File: src/hdl/tipt_pkg.sv
`timescale 1ns / 1ps
package tipt_pkg;

  localparam int IdW    = 64;
  localparam int TimeW  = 64;
  localparam int ToW    = 32;
  localparam int WordW  = 4 * IdW + TimeW;

  localparam logic [2:0] CMD_ADD        = 3'd0;
  localparam logic [2:0] CMD_ADD_ABSENT = 3'd1;
  localparam logic [2:0] CMD_LOOKUP     = 3'd2;
  localparam logic [2:0] CMD_REMOVE     = 3'd3;
  localparam logic [2:0] CMD_PURGE      = 3'd4;
  localparam logic [2:0] CMD_CLEAR      = 3'd5;

  typedef enum logic [2:0] {
    ST_IDLE,
    ST_DISPATCH,
    ST_SRCH_RD,
    ST_SRCH_CMP,
    ST_CMPCT_RD,
    ST_CMPCT_WR,
    ST_RESULT
  } state_t;

  // controller -> datapath
  typedef struct packed {
    logic load;
    logic search_init;
    logic idx_inc;
    logic erase_init;
    logic purge_init;
    logic compact_step;
    logic append;
    logic clear;
    logic set_answer;
    logic set_dropped;
    logic out_load;
  } ctl_cmd_t;

  // datapath -> controller
  typedef struct packed {
    logic [2:0] command;
    logic       cnt_zero;
    logic       full;
    logic       idx_last;
    logic       match;
    logic       expired;
    logic       to_zero;
    logic       out_busy;
  } dp_sts_t;

endpackage

File: src/hdl/tipt_ctrl.sv
`timescale 1ns / 1ps
module tipt_ctrl (
  input  logic               clk,
  input  logic               rst_n,
  input  logic               in_valid,
  output logic               in_ready,
  input  tipt_pkg::dp_sts_t  sts,
  output tipt_pkg::ctl_cmd_t cmd
);
  import tipt_pkg::*;

  state_t state_r, state_nxt;

  always_ff @(posedge clk) begin
    if (!rst_n) begin
      state_r <= ST_IDLE;
    end else begin
      state_r <= state_nxt;
    end
  end

  // next state
  always_comb begin
    state_nxt = state_r;
    case (state_r)
      ST_IDLE: begin
        if (in_valid) state_nxt = ST_DISPATCH;
      end
      ST_DISPATCH: begin
        state_nxt = ST_RESULT;
        case (sts.command)
          CMD_ADD_ABSENT, CMD_LOOKUP, CMD_REMOVE: begin
            if (!sts.cnt_zero) state_nxt = ST_SRCH_RD;
          end
          CMD_PURGE: begin
            if (!sts.cnt_zero) state_nxt = ST_CMPCT_RD;
          end
          default: state_nxt = ST_RESULT;
        endcase
      end
      ST_SRCH_RD: state_nxt = ST_SRCH_CMP;
      ST_SRCH_CMP: begin
        if (sts.match) begin
          state_nxt = ST_RESULT;
          if (sts.command == CMD_REMOVE) state_nxt = ST_CMPCT_RD;
          if (sts.command == CMD_LOOKUP && !sts.to_zero && sts.expired)
            state_nxt = ST_CMPCT_RD;
        end else if (sts.idx_last) begin
          state_nxt = ST_RESULT;
        end else begin
          state_nxt = ST_SRCH_RD;
        end
      end
      ST_CMPCT_RD: state_nxt = ST_CMPCT_WR;
      ST_CMPCT_WR: state_nxt = sts.idx_last ? ST_RESULT : ST_CMPCT_RD;
      ST_RESULT: begin
        if (!sts.out_busy) state_nxt = ST_IDLE;
      end
      default: state_nxt = ST_IDLE;
    endcase
  end

  // outputs
  always_comb begin
    cmd      = '0;
    in_ready = 1'b0;
    case (state_r)
      ST_IDLE: begin
        in_ready = 1'b1;
        cmd.load = in_valid;
      end
      ST_DISPATCH: begin
        case (sts.command)
          CMD_ADD: begin
            if (sts.full) cmd.set_dropped = 1'b1;
            else cmd.append = 1'b1;
          end
          CMD_ADD_ABSENT: begin
            if (sts.cnt_zero) begin
              cmd.append     = 1'b1;
              cmd.set_answer = 1'b1;
            end else begin
              cmd.search_init = 1'b1;
            end
          end
          CMD_LOOKUP, CMD_REMOVE: cmd.search_init = !sts.cnt_zero;
          CMD_PURGE:  cmd.purge_init = !sts.cnt_zero;
          CMD_CLEAR:  cmd.clear = 1'b1;
          default: ;
        endcase
      end
      ST_SRCH_CMP: begin
        if (sts.match) begin
          case (sts.command)
            CMD_LOOKUP: begin
              if (!sts.to_zero && sts.expired) cmd.erase_init = 1'b1;
              else cmd.set_answer = 1'b1;
            end
            CMD_REMOVE: begin
              cmd.set_answer = 1'b1;
              cmd.erase_init = 1'b1;
            end
            default: ;
          endcase
        end else if (sts.idx_last) begin
          if (sts.command == CMD_ADD_ABSENT) begin
            if (sts.full) begin
              cmd.set_dropped = 1'b1;
            end else begin
              cmd.append     = 1'b1;
              cmd.set_answer = 1'b1;
            end
          end
        end else begin
          cmd.idx_inc = 1'b1;
        end
      end
      ST_CMPCT_WR: cmd.compact_step = 1'b1;
      ST_RESULT:   cmd.out_load = !sts.out_busy;
      default: ;
    endcase
  end

endmodule

File: config.mk
export PLATFORM = sky130hd
export DESIGN_NAME = tipt_ctrl
export DESIGN_NICKNAME = d
export VERILOG_FILES = /design/src/hdl/tipt_pkg.sv /design/src/hdl/tipt_ctrl.sv
export SDC_FILE = /design/constraint.sdc
export NUM_CORES = 1
export LEC_CHECK = 0
export BUFFER_PORTS_ARGS = -buffer_cell sky130_fd_sc_hd__buf_2
export CAP_MARGIN = 15
export CORE_AREA = 2 2 39 41
export CTS_CLUSTER_SIZE = 10
export DETAILED_ROUTE_END_ITERATION = 10
export DIE_AREA = 0 0 41 43
export GPL_ROUTABILITY_DRIVEN = 0
export HOLD_SLACK_MARGIN = 0.06
export PLACE_DENSITY_LB_ADDON = 0.05
export SETUP_SLACK_MARGIN = 0.3
export SKIP_LAST_GASP = 1
export SLEW_MARGIN = 25
export SYNTH_ARGS = -nofsm -noshare
export SYNTH_HDL_FRONTEND = slang
export SYNTH_SLANG_ARGS = --single-unit
File: constraint.sdc
create_clock -name clk -period 1.1 [get_ports clk]
set_input_delay 0.055 -clock clk [delete_from_list [all_inputs] [get_ports clk]]
set_output_delay 0.055 -clock clk [all_outputs]
set_load 0.02 [all_outputs]
## After elaboration in Yosys (flattened, before gate mapping)

Index checks and enable logic that the tools add are counted.

| storage, ports and cells | value |
|---|---|
| output and inout port bits | 12 |
| register bits | 3 |

| cells by class | value |
|---|---|
| reductions and logical operators | 11 |
| muxes and demuxes | 45 |
| eq/ne operators | 13 |

Operators with widths:

| operator | count |
|---|---|
| $mux W1 | 25 |
| $pmux W3 S7 | 1 |
| $mux W3 | 6 |
| $eq A3 B3 Y1 const B | 5 |
| $eq A3 B2 Y1 const B | 4 |
| $mux W2 | 6 |
| $pmux W1 S2 | 5 |
| $eq A3 B1 Y1 const B | 2 |
| $logic_not A3 Y1 | 2 |
| $pmux W3 S2 | 1 |
| $ne A2 B2 Y1 const B | 2 |
| $pmux W2 S2 | 1 |
| $logic_and A1 B1 Y1 | 3 |
| $logic_not A1 Y1 | 3 |
| $reduce_or A3 Y1 | 1 |
| $reduce_and A2 Y1 | 1 |
| $reduce_or A2 Y1 | 1 |

## Longest topological paths before layout

| depth | value |
|---|---|
| depth after elaboration | 6 |
| gate-level depth with buffers | 5 |
| depth with buffers taken out | 4 |

## Worst setup path before layout

No wires, ideal clock.

| timing path | value |
|---|---|
| kind | register -> output |
| start point | register state_r[0] |
| end point | output cmd[6] (netlist name) |
| arrival | 1.427 ns |
| path buffers | 0 |
| stages on the path, launching flop included | 3 |
| required time | 1.045 ns |
| setup slack | -0.382 ns |
| cell sequence | dfxtp_1 -> or3b_1 -> nor4_1 |

RTL lines:

| what | line | RTL |
|---|---|---|
| start: declaration | tipt_ctrl.sv:12 | `state_t state_r, state_nxt;` |
| start signal: assignment | tipt_ctrl.sv:18 | `state_r <= state_nxt;` |
| end: declaration | tipt_ctrl.sv:8 | `output tipt_pkg::ctl_cmd_t cmd` |

==> results.tsv <==
metric	value	unit
NetSw	0.000313	W
fin util	69.8	%
die area	1760	um2
worst min-delay path startpoint	rst_n	
wire length of the first global-routing pass	2.26	mm
I/O pin count	25	
Row Count	14	
leak pwr	0.416	nW
leading area contributor after synthesis	dfxtp_1	
RR Endpoint	state_r[2]	
worst setup margin	-0.379	ns
Die X-Extent	41	um
count of final setup violators	15	
dpl cells	109	
max-capacitance violation count	0	
Comb pwr share	60.5	%
clk_lat worst skew	0.23	ns
ant diodes	0	
CP max stage delay	0.44	ns
H-tree levels	1	
Synth Area in Compound Gates	21.0	%
Slew Viols, Final	0	
period utilization	134	%
final WL	1.52	mm
Synth Register Bits	3	
crit-path max FO	5	
Adder-Cell Fraction of Synth Area	0	%
count of different cell masters after synthesis	30	
R2R depth	5	
r2r setup slk	-0.15	ns
CP max-delay cell	or3b_4	
Final HPWL DP	1.03	mm
violated checks	negative setup slack	
maximum vdd ir drop	0.000599	V
Vias/cell	5.21	
Core Footprint	1380	um2
via count	625	
Total GRT Usage	18.4	%
Max-slew headroom	83.2	%
Non-Filler Cell Area, Final	966	um2
initial antenna violation count	0	
crit path launch type	flop	
max reg flops	3	
Die Ht	43	um
initial DRC count	14	
Int Pwr	0.000534	W
Root Driver	clkbuf_4	
actual slew at the worst max-slew pin	0.250	ns
first-pass iteration count of the detailed router	4	
CP required	1.04	ns
CTS tree	done	
final std cells w/o fill	120	
Post-Synth Simple-Gate Area	56.8	%
Max Root-Sink Buffers	2	
Min-Delay Endpoint	state_r[1]	
Net Count, Synth	72	
Mapped Cells	59	
Area after DPL	718	um2
Filler Cell Count	115	
status	finished, violations left	
largest net degree at the start of global routing	10	
Sink Count	3	
Hold Path Cell Cnt	2	
Final Hold Fails	0	
top flop regs	state_r: 3 flops	
sequential power share	17.2	%
DR DRC count	0	
main combinational cell family by area after synthesis	simple AND/OR/NAND/NOR gates	
Mapped Area	394	um2
crit-path cells	or3b_4 > nor2_1 > o21ai_1 > o21ai_2 > buf_6	
Setup CP Type	reg2out	
RSZ-0062 raised after global routing	yes	
CTS Buf Count	3	
fmax	0.676	GHz
Reg with most FFs	state_r	
Sw Share	37.0	%
sequential share of the synthesized area	15.2	%
post-route ant nets	0	
post-DR wirelength/cell	12.7	um
post-synthesis mux area share	0	%
syn avg cell area	6.68	um2
Area contributors post-synth	dfxtp_1 15%, nor2_1 8.6%, nor2b_1 7.9%, nor3_1 6.3%, nand2_1 5.7%	
final-stage net count	118	
Post-Synth XOR/XNOR Area	0	%
vias in the first global route	536	
Port-buffer cells	24	
Clock power frac	22.3	%
Syn-to-layout area delta	145	%
Initial Util	28.5	%
layout cells sized above 1	71.2	%
top cell type's share of synthesized area	15.2	%
P per Cell Area	877	nW/um2
FF-to-FF Start	state_r[0]	
critical path arrival	1.42	ns
Tmin final	1.48	ns
yosys warns	0	
aggregate global routing overflow	0	
Setup Skew	0.00194	ns
clock-pin slew on the worst setup and hold paths	0.04	ns
Worst Setup End Kind	primary output	
HP Class	in2reg	
repair_timing:
action | CTS | global route
gates resized for setup | 29 | 14
endpoints found under the setup margin | 15 | 15
setup buffers | 3 | 4
pin swaps | 12 | 10
hold buffers | 0 | 0
kinds of logic (layout without fill, tap and decap cells):
family                 after synthesis  after routing
AO/OA/AOI/OAI                       12             12
buffers and inverters                4             49
flip-flops                           3              3
AND/OR/NAND/NOR                     40             40
per-stage QoR:
step | power [W] | setup TNS (ns) | setup WS, ns | hold WS, ns
after detailed placement | 0.000483 | -0.866 | -0.173 | 0.331
after CTS | 0.000752 | -3.11 | -0.376 | 0.101
after floorplan | 0.000370 | -0.196 | -0.0707 | 0.142
after global routing | 0.000910 | -3.99 | -0.434 | 0.110
after global placement | 0.000482 | -0.765 | -0.156 | 0.328
final | 0.000848 | -3.18 | -0.379 | 0.114
per-layer routing:
metal | vias up | global-route usage [%] | share of wire, %
met5 | - | 0 | 0
met4 | 0 | 6.00 | 1.2
met3 | 2 | 2.62 | 4.6
met2 | 18 | 28.4 | 51
met1 | 291 | 25.2 | 43
li1 | 314 | - | -
worst max-delay path: cells and delay by family, from the launching register on:
kind                   cells  cell delay [ns]
AND/OR/NAND/NOR            2             0.56
flip-flops                 1             0.35
AO/OA/AOI/OAI              2             0.14
buffers and inverters      1             0.13
synthesized netlist by cell type:
cell type / number
a221o_1: 1
nor2_2: 1
and2_1: 1
nand2b_1: 1
nand4_1: 1
buf_6: 1
a31oi_1: 1
nor4bb_1: 1
and3_1: 1
nor3_1: 5
nand3b_1: 2
or4_1: 1
o2111a_1: 1
buf_2: 1
a21boi_1: 1
nand2_1: 6
buf_4: 1
nor4_1: 3
clkbuf_1: 1
o21ai_0: 1
nor2b_1: 5
and4bb_1: 1
nor2_1: 9
o21ai_1: 4
a21oi_1: 1
o2111ai_1: 1
o31a_1: 1
nor3b_1: 1
or3b_1: 1
dfxtp_1: 3
layout make-up:
type | count | area [um2] | area share [%]
well taps | 16 | 20.0 | 2.07
repair buffers | 45 | 370 | 38.3
multi-input cells | 52 | 478 | 49.5
flip-flops and latches | 3 | 71.3 | 7.38
clock buffers | 4 | 26.3 | 2.72
power by group through the flow:
| stage | Clock, W | Sequential [W] | Combinational (W) |
|---|---|---|---|
| 6_report | 0.000189 | 0.000146 | 0.000513 |
| 5_1_grt | 0.000214 | 0.000148 | 0.000548 |
| 4_1_cts | 0.000195 | 0.000144 | 0.000412 |
| 3_5_place_dp | 0 | 0.000148 | 0.000335 |
| 3_3_place_gp | 0 | 0.000146 | 0.000335 |
| 2_1_floorplan | 0 | 0.000139 | 0.000231 |
how the worst max path moves through the flow:
stage / from / endpoint / slack (ns) / cells after the start
after global routing: state_r[2] / cmd[2] / -0.43 / 4
after CTS: state_r[0] / cmd[2] / -0.38 / 4
after floorplan: state_r[2] / cmd[2] / -0.07 / 3
after detailed placement: state_r[0] / cmd[2] / -0.17 / 4
after global placement: state_r[0] / cmd[2] / -0.16 / 4
final: state_r[2] / cmd[4] / -0.38 / 5
cells in the final DEF, fill, tap and decap left out, drive strengths merged:
cell type,synthesis,final
buf,3,45
nor2,10,10
nand2,6,6
nor3,5,5
nor2b,5,5
o21ai,5,5
clkbuf,1,4
nor4,3,3
dfxtp,3,3
nand3b,2,2
and4bb,1,1
and3,1,1
o2111a,1,1
nand4,1,1
or3b,1,1
a221o,1,1
nor3b,1,1
nand2b,1,1
and2,1,1
o31a,1,1
a21oi,1,1
o2111ai,1,1
a21boi,1,1
nor4bb,1,1
or4,1,1
a31oi,1,1
Power figures use the tool's default switching activity.
